### src/design/lvlp_pkg.sv
// lvlp_pkg: shared types, constants and helpers for the label/value line parser.
// No dependencies; imported by every module of the block.
`default_nettype none
package lvlp_pkg;

  localparam int LABEL_MAX_DEF = 16;
  localparam int VALUE_MAX_DEF = 32;
  localparam int CNT_W         = 6;   // holds a count up to 32 (widest store allowed)
  localparam int TOT_W         = CNT_W + 1;
  localparam int GAP_W         = 16;
  localparam int TIME_W        = 32;
  localparam int CFG_IDX_W     = 2;
  localparam int CFG_DATA_W    = 32;
  localparam int END_WORD_LEN  = 8;

  localparam logic [GAP_W-1:0] GAP_RESET = 16'd200;

  localparam logic [CFG_IDX_W-1:0] CFG_GAP_TIMEOUT  = 2'd0;
  localparam logic [CFG_IDX_W-1:0] CFG_PUB_INTERVAL = 2'd1;

  localparam logic [7:0] CH_COLON = 8'h3A;
  localparam logic [7:0] CH_TAB   = 8'h09;
  localparam logic [7:0] CH_CR    = 8'h0D;
  localparam logic [7:0] CH_LF    = 8'h0A;

  typedef enum logic [1:0] {
    PH_IDLE,
    PH_LABEL,
    PH_VALUE,
    PH_HEX
  } phase_t;

  typedef struct packed {
    logic [7:0]        rx_char;
    logic [TIME_W-1:0] now_ms;
  } in_item_t;

  typedef struct packed {
    logic [7:0] record_char;
    logic       char_valid;
    logic       in_value;
    logic       truncated;
    logic       last;
  } out_item_t;

  // record handed from parser to readout
  typedef struct packed {
    logic             start;
    logic [CNT_W-1:0] label_count;
    logic [CNT_W-1:0] value_count;
    logic             overflow;
  } rec_t;

  // "Checksum"
  function automatic logic [7:0] end_word_char(input logic [2:0] i);
    logic [7:0] ch;
    unique case (i)
      3'd0: ch = 8'h43;
      3'd1: ch = 8'h68;
      3'd2: ch = 8'h65;
      3'd3: ch = 8'h63;
      3'd4: ch = 8'h6B;
      3'd5: ch = 8'h73;
      3'd6: ch = 8'h75;
      3'd7: ch = 8'h6D;
      default: ch = 8'h00;
    endcase
    return ch;
  endfunction

endpackage
`default_nettype wire

### src/design/label_value_line_parser.sv
// label_value_line_parser: top level of the label/value text line parser.
// Instantiates lvlp_parse, lvlp_mem and lvlp_emit; uses lvlp_pkg.
//
//   channel  handshake              payload      role
//   in_      in_valid / in_ready    in_item_t    received byte + ms timestamp
//   out_     out_valid / out_ready  out_item_t   published record bytes
//   cfg_     cfg_we                 cfg_index    register write, no wait
//
// A byte is parsed in the cycle it is accepted. A line end that publishes a
// record makes the block read its label_count + value_count entries (one
// empty item for an empty record) from the single-port-read store, one entry per
// cycle; in_ready is low meanwhile. out_ready low holds the read pipeline.
// Reset is synchronous and needs no clearing pass. Store writes and reads
// never overlap in time.
`default_nettype none
module label_value_line_parser #(
  parameter int LABEL_MAX = lvlp_pkg::LABEL_MAX_DEF,
  parameter int VALUE_MAX = lvlp_pkg::VALUE_MAX_DEF
) (
  input  wire logic                            clk,
  input  wire logic                            rst_n,
  input  wire logic                            in_valid,
  output logic                                 in_ready,
  input  wire lvlp_pkg::in_item_t              in_item,
  output logic                                 out_valid,
  input  wire logic                            out_ready,
  output lvlp_pkg::out_item_t                  out_item,
  input  wire logic                            cfg_we,
  input  wire logic [lvlp_pkg::CFG_IDX_W-1:0]  cfg_index,
  input  wire logic [lvlp_pkg::CFG_DATA_W-1:0] cfg_wdata
);
  import lvlp_pkg::*;

  localparam int DEPTH = LABEL_MAX + VALUE_MAX;
  localparam int AW    = $clog2(DEPTH);

  logic          busy, in_take;
  logic          mem_we, rd_en;
  logic [AW-1:0] mem_waddr, rd_addr;
  logic [7:0]    mem_wdata, rd_data;
  rec_t          rec;

  assign in_ready = !busy;
  assign in_take  = in_valid && in_ready;

  lvlp_parse #(
    .LABEL_MAX(LABEL_MAX),
    .VALUE_MAX(VALUE_MAX),
    .AW       (AW)
  ) u_parse (
    .clk      (clk),
    .rst_n    (rst_n),
    .in_take  (in_take),
    .in_item  (in_item),
    .cfg_we   (cfg_we),
    .cfg_index(cfg_index),
    .cfg_wdata(cfg_wdata),
    .mem_we   (mem_we),
    .mem_waddr(mem_waddr),
    .mem_wdata(mem_wdata),
    .rec      (rec)
  );

  lvlp_mem #(
    .DEPTH(DEPTH),
    .AW   (AW)
  ) u_mem (
    .clk    (clk),
    .wr_en  (mem_we),
    .wr_addr(mem_waddr),
    .wr_data(mem_wdata),
    .rd_en  (rd_en),
    .rd_addr(rd_addr),
    .rd_data(rd_data)
  );

  lvlp_emit #(
    .LABEL_MAX(LABEL_MAX),
    .AW       (AW)
  ) u_emit (
    .clk      (clk),
    .rst_n    (rst_n),
    .rec      (rec),
    .rd_data  (rd_data),
    .out_ready(out_ready),
    .busy     (busy),
    .rd_en    (rd_en),
    .rd_addr  (rd_addr),
    .out_valid(out_valid),
    .out_item (out_item)
  );

endmodule
`default_nettype wire

### src/design/lvlp_mem.sv
// lvlp_mem: record byte store, label entries first, then value entries.
// One write port, one read port with registered data. Uses lvlp_pkg.
`default_nettype none
module lvlp_mem #(
  parameter int DEPTH = lvlp_pkg::LABEL_MAX_DEF + lvlp_pkg::VALUE_MAX_DEF,
  parameter int AW    = $clog2(DEPTH)
) (
  input  wire logic          clk,
  input  wire logic          wr_en,
  input  wire logic [AW-1:0] wr_addr,
  input  wire logic [7:0]    wr_data,
  input  wire logic          rd_en,
  input  wire logic [AW-1:0] rd_addr,
  output logic      [7:0]    rd_data
);
  import lvlp_pkg::*;

  logic [7:0] mem [DEPTH];

  always_ff @(posedge clk) begin
    if (wr_en) begin
      mem[wr_addr] <= wr_data;
    end
  end

  always_ff @(posedge clk) begin
    if (rd_en) begin
      rd_data <= mem[rd_addr];
    end
  end

endmodule
`default_nettype wire

### src/design/lvlp_parse.sv
// lvlp_parse: per-byte line parser, gap timeout, frame/publish control, config registers.
// Writes record bytes into lvlp_mem and hands finished records to lvlp_emit. Uses lvlp_pkg.
`default_nettype none
module lvlp_parse #(
  parameter int LABEL_MAX = lvlp_pkg::LABEL_MAX_DEF,
  parameter int VALUE_MAX = lvlp_pkg::VALUE_MAX_DEF,
  parameter int AW        = $clog2(LABEL_MAX + VALUE_MAX)
) (
  input  wire logic                            clk,
  input  wire logic                            rst_n,
  input  wire logic                            in_take,
  input  wire lvlp_pkg::in_item_t              in_item,
  input  wire logic                            cfg_we,
  input  wire logic [lvlp_pkg::CFG_IDX_W-1:0]  cfg_index,
  input  wire logic [lvlp_pkg::CFG_DATA_W-1:0] cfg_wdata,
  output logic                                 mem_we,
  output logic      [AW-1:0]                   mem_waddr,
  output logic      [7:0]                      mem_wdata,
  output lvlp_pkg::rec_t                       rec
);
  import lvlp_pkg::*;

  phase_t              phase_r, phase_nxt, eff_phase;
  logic [CNT_W-1:0]    lc_r, lc_nxt, lc_b;
  logic [CNT_W-1:0]    vc_r, vc_nxt, vc_b;
  logic                ov_r, ov_nxt, ov_b;
  logic                endm_r, endm_nxt, endm_b;
  logic                run_r, run_nxt, run_b;
  logic [TIME_W-1:0]   last_rx_r, last_rx_nxt;
  logic [TIME_W-1:0]   last_pub_r, last_pub_nxt;
  logic                pub_en_r, pub_en_nxt;
  logic [GAP_W-1:0]    gap_r;
  logic [TIME_W-1:0]   intv_r;
  logic                start_nxt;

  logic [7:0]          c;
  logic [TIME_W-1:0]   now;
  logic                is_eol, gap_hit, pub_ok, idle_eol;

  assign c        = in_item.rx_char;
  assign now      = in_item.now_ms;
  assign is_eol   = (c == CH_CR) || (c == CH_LF);
  assign gap_hit  = (now - last_rx_r) >= {{(TIME_W-GAP_W){1'b0}}, gap_r};
  assign pub_ok   = (now - last_pub_r) >= intv_r;
  assign eff_phase = (phase_r != PH_IDLE && gap_hit) ? PH_IDLE : phase_r;
  assign idle_eol = (eff_phase == PH_IDLE) && is_eol;

  // a fresh line starts from cleared counters
  assign lc_b   = (eff_phase == PH_IDLE) ? '0   : lc_r;
  assign vc_b   = (eff_phase == PH_IDLE) ? '0   : vc_r;
  assign ov_b   = (eff_phase == PH_IDLE) ? 1'b0 : ov_r;
  assign endm_b = (eff_phase == PH_IDLE) ? 1'b0 : endm_r;
  assign run_b  = (eff_phase == PH_IDLE) ? 1'b1 : run_r;

  // next state
  always_comb begin
    phase_nxt = phase_r;
    if (in_take) begin
      unique case (eff_phase) inside
        PH_IDLE, PH_LABEL: begin
          if (idle_eol)           phase_nxt = PH_IDLE;
          else if (c == CH_COLON) phase_nxt = PH_HEX;
          else if (c == CH_TAB)   phase_nxt = PH_VALUE;
          else                    phase_nxt = PH_LABEL;
        end
        PH_VALUE: begin
          phase_nxt = (endm_r || is_eol) ? PH_IDLE : PH_VALUE;
        end
        PH_HEX: begin
          phase_nxt = is_eol ? PH_IDLE : PH_HEX;
        end
        default: phase_nxt = PH_IDLE;
      endcase
    end
  end

  // datapath and outputs
  always_comb begin
    lc_nxt       = lc_r;
    vc_nxt       = vc_r;
    ov_nxt       = ov_r;
    endm_nxt     = endm_r;
    run_nxt      = run_r;
    last_rx_nxt  = last_rx_r;
    last_pub_nxt = last_pub_r;
    pub_en_nxt   = pub_en_r;
    start_nxt    = 1'b0;
    mem_we       = 1'b0;
    mem_waddr    = AW'(lc_b);
    mem_wdata    = c;
    if (in_take) begin
      last_rx_nxt = now;
      unique case (eff_phase) inside
        PH_IDLE, PH_LABEL: begin
          if (!idle_eol) begin
            lc_nxt   = lc_b;
            vc_nxt   = vc_b;
            ov_nxt   = ov_b;
            endm_nxt = endm_b;
            run_nxt  = run_b;
            if (c == CH_COLON) begin
              // hex frame, nothing stored
            end else if (c == CH_TAB) begin
              endm_nxt = run_b && !ov_b && (lc_b == CNT_W'(END_WORD_LEN));
            end else if (lc_b < CNT_W'(LABEL_MAX)) begin
              mem_we  = 1'b1;
              lc_nxt  = lc_b + 1'b1;
              run_nxt = run_b && (lc_b < CNT_W'(END_WORD_LEN)) &&
                        (c == end_word_char(lc_b[2:0]));
            end else begin
              ov_nxt = 1'b1;
            end
          end
        end
        PH_VALUE: begin
          mem_waddr = AW'(LABEL_MAX) + AW'(vc_r);
          if (endm_r) begin
            pub_en_nxt = pub_ok;
            if (pub_ok) last_pub_nxt = now;
          end else if (is_eol) begin
            start_nxt = pub_en_r;
          end else if (vc_r < CNT_W'(VALUE_MAX)) begin
            mem_we = 1'b1;
            vc_nxt = vc_r + 1'b1;
          end else begin
            ov_nxt = 1'b1;
          end
        end
        default: begin
        end
      endcase
    end
  end

  assign rec.start       = start_nxt;
  assign rec.label_count = lc_r;
  assign rec.value_count = vc_r;
  assign rec.overflow    = ov_r;

  always_ff @(posedge clk) begin
    if (!rst_n) begin
      phase_r    <= PH_IDLE;
      lc_r       <= '0;
      vc_r       <= '0;
      ov_r       <= 1'b0;
      endm_r     <= 1'b0;
      run_r      <= 1'b1;
      last_rx_r  <= '0;
      last_pub_r <= '0;
      pub_en_r   <= 1'b1;
      gap_r      <= GAP_RESET;
      intv_r     <= '0;
    end else begin
      phase_r    <= phase_nxt;
      lc_r       <= lc_nxt;
      vc_r       <= vc_nxt;
      ov_r       <= ov_nxt;
      endm_r     <= endm_nxt;
      run_r      <= run_nxt;
      last_rx_r  <= last_rx_nxt;
      last_pub_r <= last_pub_nxt;
      pub_en_r   <= pub_en_nxt;
      if (cfg_we && cfg_index == CFG_GAP_TIMEOUT)  gap_r  <= cfg_wdata[GAP_W-1:0];
      if (cfg_we && cfg_index == CFG_PUB_INTERVAL) intv_r <= cfg_wdata[TIME_W-1:0];
    end
  end

endmodule
`default_nettype wire

### src/design/lvlp_emit.sv
// lvlp_emit: reads a finished record out of lvlp_mem, one byte per item.
// The memory's registered read data is the output register. Uses lvlp_pkg.
`default_nettype none
module lvlp_emit #(
  parameter int LABEL_MAX = lvlp_pkg::LABEL_MAX_DEF,
  parameter int AW        = $clog2(LABEL_MAX + lvlp_pkg::VALUE_MAX_DEF)
) (
  input  wire logic          clk,
  input  wire logic          rst_n,
  input  wire lvlp_pkg::rec_t rec,
  input  wire logic [7:0]    rd_data,
  input  wire logic          out_ready,
  output logic               busy,
  output logic               rd_en,
  output logic      [AW-1:0] rd_addr,
  output logic               out_valid,
  output lvlp_pkg::out_item_t out_item
);
  import lvlp_pkg::*;

  logic             active_r, active_nxt;
  logic [TOT_W-1:0] idx_r, idx_nxt;
  logic             ov_r, ov_nxt;
  logic             cv_r, cv_nxt, iv_r, iv_nxt, tr_r, tr_nxt, last_r, last_nxt;
  logic [TOT_W-1:0] total, idx_inc, lc_w;
  logic             issue, empty, in_lbl, fin;

  assign lc_w    = TOT_W'(rec.label_count);
  assign total   = lc_w + TOT_W'(rec.value_count);
  assign empty   = (total == '0);
  assign idx_inc = idx_r + 1'b1;
  assign fin     = empty || (idx_inc == total);
  assign issue   = active_r && (!ov_r || out_ready);
  assign in_lbl  = idx_r < lc_w;

  assign rd_en   = issue && !empty;
  assign rd_addr = in_lbl ? AW'(idx_r) : AW'(LABEL_MAX) + AW'(idx_r - lc_w);

  always_comb begin
    active_nxt = active_r;
    idx_nxt    = idx_r;
    ov_nxt     = ov_r;
    cv_nxt     = cv_r;
    iv_nxt     = iv_r;
    tr_nxt     = tr_r;
    last_nxt   = last_r;
    if (ov_r && out_ready) ov_nxt = 1'b0;
    if (rec.start) begin
      active_nxt = 1'b1;
      idx_nxt    = '0;
    end else if (issue) begin
      ov_nxt   = 1'b1;
      idx_nxt  = idx_inc;
      cv_nxt   = !empty;
      iv_nxt   = !empty && !in_lbl;
      tr_nxt   = rec.overflow;
      last_nxt = fin;
      if (fin) active_nxt = 1'b0;
    end
  end

  always_ff @(posedge clk) begin
    if (!rst_n) begin
      active_r <= 1'b0;
      ov_r     <= 1'b0;
      idx_r    <= '0;
    end else begin
      active_r <= active_nxt;
      ov_r     <= ov_nxt;
      idx_r    <= idx_nxt;
    end
  end

  always_ff @(posedge clk) begin
    cv_r   <= cv_nxt;
    iv_r   <= iv_nxt;
    tr_r   <= tr_nxt;
    last_r <= last_nxt;
  end

  assign busy                 = active_r;
  assign out_valid            = ov_r;
  assign out_item.record_char = cv_r ? rd_data : 8'h00;
  assign out_item.char_valid  = cv_r;
  assign out_item.in_value    = iv_r;
  assign out_item.truncated   = tr_r;
  assign out_item.last        = last_r;

endmodule
`default_nettype wire

### config.mk
export PLATFORM = sky130hd
export DESIGN_NAME = label_value_line_parser
export DESIGN_NICKNAME = d
export VERILOG_FILES = /design/src/design/lvlp_pkg.sv /design/src/design/label_value_line_parser.sv /design/src/design/lvlp_mem.sv /design/src/design/lvlp_parse.sv /design/src/design/lvlp_emit.sv
export SDC_FILE = /design/constraint.sdc
export NUM_CORES = 1
export LEC_CHECK = 0
export BUFFER_PORTS_ARGS = -buffer_cell sky130_fd_sc_hd__clkbuf_2
export CORE_ASPECT_RATIO = 0.9
export CORE_MARGIN = 4
export CORE_UTILIZATION = 40
export CTS_CLUSTER_SIZE = 28
export DETAILED_ROUTE_END_ITERATION = 6
export GPL_TIMING_DRIVEN = 0
export HOLD_SLACK_MARGIN = 0.06
export PLACE_DENSITY = 0.62
export SYNTH_ARGS = -nofsm -noshare
export SYNTH_HDL_FRONTEND = slang
export SYNTH_SLANG_ARGS = --single-unit
### constraint.sdc
create_clock -name clk -period 9.1 [get_ports clk]
set_input_delay 0.455 -clock clk [delete_from_list [all_inputs] [get_ports clk]]
set_output_delay 0.455 -clock clk [all_outputs]
set_load 0.01 [all_outputs]
-- Word-level counts from Yosys, hierarchy flattened
Memories as Yosys holds them, arrays and structs flattened. A register that Yosys moved wholly into a read port is not among the register bits.
Index checks and enable logic that the tools add are counted.
- bits in registers: 143
- RAM bits: 384
- memory bits (read-only): 48
- input port bits: 79
- output and inout port bits: 14
- word-level logic and storage cells: 157
- memories kept: 2
- memories (name ; depth ; width ; read ports ; clocked after memory_dff ; wr ports ; RTL line ; source):
    u_mem.mem ; 48 ; 8 ; 1 ; 1 ; 1 ; lvlp_mem.sv:18 ; logic [7:0] mem [DEPTH];
    (name not given) ; 8 ; 6 ; 1 ; 0 ; 0 ; lvlp_pkg.sv:57 ; unique case (i)
- add/sub/neg operators: 9
- $lt $le $gt $ge: 6
- equal/unequal tests: 17
- muxes and demuxes: 64
- bitwise operators: 3
- reductions and logical operators: 38
- operators by type and width (cell ; number):
    $mux 6 ; 12
    $sub 32x32->32 ; 2
    $mux 8 ; 7
    $mux 1 ; 35
    $ge 32x16->1 ; 1
    $ge 32x32->1 ; 1
    $eq 8x4->1 const B ; 3
    $logic_and 1x1->1 ; 13
    $add 5x6->6 const A ; 2
    $add 6x1->6 const B ; 2
    $mux 2 ; 6
    $pmux 6 s2 ; 1
    $ne 2x2->1 const B ; 5
    $eq 8x6->1 const B ; 1
    $eq 8x8->1 ; 1
    $reduce_bool 2->1 ; 4
    $add 6x6->7 ; 1
    $add 7x1->7 const B ; 1
    $eq 7x7->1 ; 1
    $logic_not 7->1 ; 1
    $lt 7x6->1 ; 1
    $reduce_and 7->1 ; 1
    $eq 6x4->1 const B ; 1
    $lt 6x4->1 const B ; 1
    other kinds (17) ; 33

-- Longest topological paths before layout
- word-level depth: 18
- depth in mapped cells: 29
- mapped depth without buffers: 28

-- Cells and area by module
A second synthesis with hierarchy kept.
- cells, all modules: 2205
- area, all modules: 26624.3 sq um
- modules (own cells, without submodules) (module ; instances ; cells an instance ; area each (sq um) ; sequential area each (sq um)):
    lvlp_mem ; 1 ; 784 ; 15377.2 ; 11771.3
    lvlp_parse ; 1 ; 1257 ; 9833.2 ; 2602.5
    lvlp_emit ; 1 ; 162 ; 1403.8 ; 300.3
    label_value_line_parser ; 1 ; 2 ; 10.0 ; 0.0

-- Least setup slack after synthesis
No wires, ideal clock.
- kind: input -> register
- start: in in_item[0] (netlist name)
- end: mem u_mem.mem[32][0], enable pin
- setup time: 398 ps
- data arrival time: 5362 ps
- required time: 8702 ps
- slack: 3340 ps
- stages on the path: 21
- buffers on the path: 0
- cell sequence: inv_1 > ha_1 > fa_1 > nand2b_1 > a21o_1 > a21oi_1 > o211ai_1 > nand2_1 > xor2_1 > ha_1 > o2111ai_1 > nor2_1 > and3_1 > nor3_1 > o2111ai_1 > a2111oi_4 > nand4_2 > o31ai_4 > nand4b_4 > o21a_2 > nor4b_1
- word-level cells in the longest chain between the ends: 15
- elaborated cells between the ends (all ways): 21
- classes of those cells: add/sub: 1; order compare: 2; eq/ne: 2; mux: 12; reduce/logical: 4
- RTL lines (element ; RTL line ; source):
    start, declared ; label_value_line_parser.sv:24 ; input wire lvlp_pkg::in_item_t in_item,
    $sub 32x32->32 * ; lvlp_parse.sv:43 ; assign gap_hit = (now - last_rx_r) >= {{(TIME_W-GAP_W){1'b0}}, gap_r};
    $ge 32x16->1 * ; lvlp_parse.sv:43 ;
    $logic_and 1x1->1 * ; lvlp_parse.sv:45 ; assign eff_phase = (phase_r != PH_IDLE && gap_hit) ? PH_IDLE : phase_r;
    $mux 2 * ; lvlp_parse.sv:45 ;
    $logic_not 2->1 ; lvlp_parse.sv:46, lvlp_parse.sv:49 ;
    $mux 6 ; lvlp_parse.sv:49 ; assign lc_b = (eff_phase == PH_IDLE) ? '0 : lc_r;
    $lt 6x5->1 ; lvlp_parse.sv:105 ; end else if (lc_b < CNT_W'(LABEL_MAX)) begin
    $mux 1 ; lvlp_parse.sv:105 ;
    $mux 1 ; lvlp_parse.sv:103 ; end else if (c == CH_TAB) begin
    $mux 1 ; lvlp_parse.sv:101 ; if (c == CH_COLON) begin
    $mux 1 ; lvlp_parse.sv:95 ; if (!idle_eol) begin
    $pmux 1 s2 ; lvlp_parse.sv:93 ; unique case (eff_phase) inside
    $mux 1 ; lvlp_parse.sv:91 ; if (in_take) begin
    $mux 1 ; lvlp_mem.sv:21 ; if (wr_en) begin
    $mux 1 (implied by the code) ; lvlp_mem.sv:22 ; mem[wr_addr] <= wr_data;
    end, declared ; lvlp_mem.sv:18 ;
Mark *: on every way between the ends. The rest lies on a longest branch, timed or not.

-- Final worst setup path
- start: reg u_parse.last_pub_r[0]
- end: reg u_parse.last_pub_r[27]
- word-level cells in the longest chain between the ends: 3
- RTL lines (element ; RTL line ; source):
    start, declared ; lvlp_parse.sv:30 ; logic [TIME_W-1:0] last_pub_r, last_pub_nxt;
    start signal, assigned ; lvlp_parse.sv:161 ; last_pub_r <= last_pub_nxt;
    $sub 32x32->32 ; lvlp_parse.sv:44 ; assign pub_ok = (now - last_pub_r) >= intv_r;
    $ge 32x32->1 ; lvlp_parse.sv:44 ;
    $reduce_and 4->1 (no line) ; -- ;
No other way between the ends.
A chain may end at the register's enable or synchronous reset.

==> summary.md <==
| Metric | Value |
|---|---|
| Post-Syn Instances | 2,235 |
| Largest net degree at the start of global routing | 57 |
| Worst Max-Slew Pin Slew | 1430 ps |
| CTS Root Cell | clkbuf_16 |
| Dpl hpwl | 49.0 mm |
| Syn Std Cell Area | 26,900 sq um |
| Worst-path maximum fanout | 10 |
| Clock buffer depth | 3 |
| Startpoint Class | flop |
| FF-to-FF setup slack | 1600 ps |
| Syn Area/Cell | 12.0 sq um |
| DRT antenna net count | 0 |
| Mux cell area share after synthesis | 10.7% |
| Fmax | 0.133 GHz |
| WHS | 85.0 ps |
| Ys flop type | edfxtp_1 |
| Number of CTS-inserted buffers | 56 |
| Number of port buffers | 92 |
| Starting Density | 40.7% |
| Clk_lat worst skew | 640 ps |
| Most frequent cells in the layout | 396 x edfxtp_1, 253 x nand2_1, 182 x a21oi_1 |
| Simple-gate share of the synthesized area | 11.1% |
| CP Capture Type | flop |
| Setup Crit Path Kind | reg2reg |
| Cts repair resizes | 0 |
| Most common cell after layout, fill and taps aside | edfxtp_1 |
| Slew HR | 4.77% |
| Largest family of logic cells by synthesized area | simple AND/OR/NAND/NOR gates |
| Vias in the first global route | 18,800 |
| Die W | 281 microns |
| Final min period | 7500 ps |
| Setup TNS | 0 ps |
| Wirelength per Cell | 20.4 microns |
| DR vias/cell | 5.57 |
| Leak Pwr | 10.9 nW |
| Status | finished, final reports clean |
| Worst vdd ir | 0.153 mV |
| Routed wl met3 | 4.16 mm |
| Iteration-0 DRC Markers | 1,471 |
| Routed wire length | 68.1 mm |
| Area Growth Syn to Fin | 14.9% |
| Met1 wire length | 30.2 mm |
| Die Y | 254 microns |
| Pwr dens | 184 nW/um^2 |
| Compound-gate portion of the synthesized area | 10.8% |
| Post-synth EDFFs | 396 |
| Met2 Routed Length | 32.1 mm |
| Sequential area share after synthesis | 54.5% |
| Post-route DRC | 0 |
| Final Hold Viols | 0 |
| Worst endpoint data arrival time | 7980 ps |
| GPL Wtd Cong | 0.907 |
| Dpl cell area | 28,800 sq um |
| All-Layer GR Usage | 19.1% |
| Max Used Layer | met4 |
| Clock skew | 48.5 ps |
| Die area | 71,500 sq um |
| Asr flop ratio synth | 0% |
| First-pass iteration count of the detailed router | 5 |
| Clk pin slew, worst setup/hold paths | 60 ps |
| Hold crit path type | in2reg |
| Sink Count | 535 |
| Synth cell types | 87 |
| Fillers | 5,933 |
| Post-Synth Adder-Cell Area | 6.63% |
| Num rows | 89 |
| Final #Nets | 2,650 |
| Share of layout cells above drive strength 1 | 15.7% |
| Post-Synth XOR/XNOR Area | 2.57% |
| GRT overflow | 0 |
| Core area | 66,100 sq um |
| Post-synthesis net count | 2,453 |
| CTS tree | done |
| Design area | 30,900 sq um |
| Postcts setup bufs | 0 |
| Yosys reg bits | 535 |
| YS warnings | 0 |
| Final setup fails | 0 |
| Initial antenna violation count | 1 |
| Via Count | 18,600 |
| WP data required | 9580 ps |
| Slew Limit Fails | 0 |
| I/O pin count | 93 |
| First-pass GRT wire length | 107 mm |
| CTS H-tree lvls | 2 |
| Max_cap viols | 0 |
| RSZ-0062 raised after global routing | false |
| Fin crit share | 82.4% |
## synth_stat cells, types with 18 or more instances
cell,instances,area (sq um)
nor3_1,45,225
inv_1,154,578
nand2_1,253,950
o211ai_1,24,180
mux2i_1,64,641
edfxtp_1,396,11900
nand2b_1,18,113
nor2_1,117,439
a21o_1,39,293
o21ai_0,48,240
a21oi_1,182,911
xor2_1,24,210
a211o_1,21,184
mux4_2,96,2160
nor2b_1,27,169
dfxtp_1,139,2780
nor4_1,31,194
a31oi_1,18,113
ha_1,133,1660
xnor2_1,55,482
nand3_1,23,115
nand4_1,19,119
clkbuf_1,67,251
## worst max-delay path, cell delays in order (launching register included)
cell       delay [ps]
dfxtp_1           350
ha_1              170
inv_1              50
fa_1              390
a21o_1            170
a21oi_1           320
o211a_1           260
o21ai_0           150
a31oi_1           400
o21ai_0           290
a311oi_1          600
o41ai_1           150
o21ai_0           310
nand2b_1          100
a21oi_1           190
xnor2_1            90
ha_1              180
a21o_1            180
a21o_1            180
a21oi_1           140
o21ai_0           190
or4bb_1           570
a2111oi_0         470
nor2_1            240
nand4_1           430
buf_2             450
mux2i_1           250
nor2_1             50
## timing repair
item	CTS	global route
hold buffers	21	0
endpoints found under the hold margin	21	0
endpoints found under the setup margin	0	0
## registers in the layout, summed over array words and instances, names as in the netlist, 2 cells and up
name,flops
u_mem.mem,384
u_parse.intv_r,32
u_parse.last_pub_r,32
u_parse.last_rx_r,32
u_parse.gap_r,16
u_mem.rd_data,8
u_emit.idx_r,7
u_parse.lc_r,6
u_parse.vc_r,6
u_parse.phase_r,2
## path summary, 6_finish.rpt
kind,start,end,depth (start not counted)
worst max register to register,u_parse.last_pub_r[0]$_SDFFE_PN0P_,u_parse.last_pub_r[27]$_SDFFE_PN0P_,27
worst max-delay path,u_parse.last_pub_r[0]$_SDFFE_PN0P_,u_parse.last_pub_r[27]$_SDFFE_PN0P_,27
worst min register to register,u_parse.last_rx_r[14]$_SDFFE_PN0P_,u_parse.last_rx_r[14]$_SDFFE_PN0P_,2
worst min-delay path,cfg_wdata[3],u_parse.intv_r[3]$_SDFFE_PN0P_,3
## metal layers
metal	global-route usage, %	up-vias
met4	5.17	0
met1	26.3	9149
li1	-	8734
met3	2.94	113
met5	0	-
met2	31.7	616
## per-stage QoR
| stage | setup WS [ps] | util, % | total power [W] | std cells |
|---|---|---|---|---|
| finish | 1600 | 46.8 | 0.00570 | 3344 |
| global placement | 1210 | 43.0 | 0.00340 | 3191 |
| detailed placement | 1400 | 43.5 | 0.00342 | 3216 |
| global route | 1120 | 46.8 | 0.00593 | 3343 |
| floorplan | 3340 | - | 0.00318 | 2235 |
| CTS | 1650 | 46.7 | 0.00574 | 3342 |
## area by class of cell
type,count,area (sq um),area share (%)
sequential,535,14700,47.4
multi-input combinational,1450,11400,37.0
clock buffer,72,1500,4.85
tap,864,1080,3.49
timing repair buffer,139,866,2.80
inverter,155,582,1.88
buffer,95,414,1.34
clock inverter,33,384,1.24
antenna,1,2.50,0.00809
## kinds of logic after synthesis
logic type	count (synthesis)
AOI/OAI and AO/OA	444
xor gates and xnor gates	79
adders and majority gates	139
buffers and inverters	250
DFF	535
muxes	168
and+or+nand+nor	620
## power by group
group	switching, W	total [W]	internal, W
combinational	0.000441	0.000730	0.000289
clock	0.000996	0.00232	0.00132
sequential	0.0000104	0.00265	0.00264
total	0.00145	0.00570	0.00425
No activity file was read; power rests on OpenSTA's default activity.
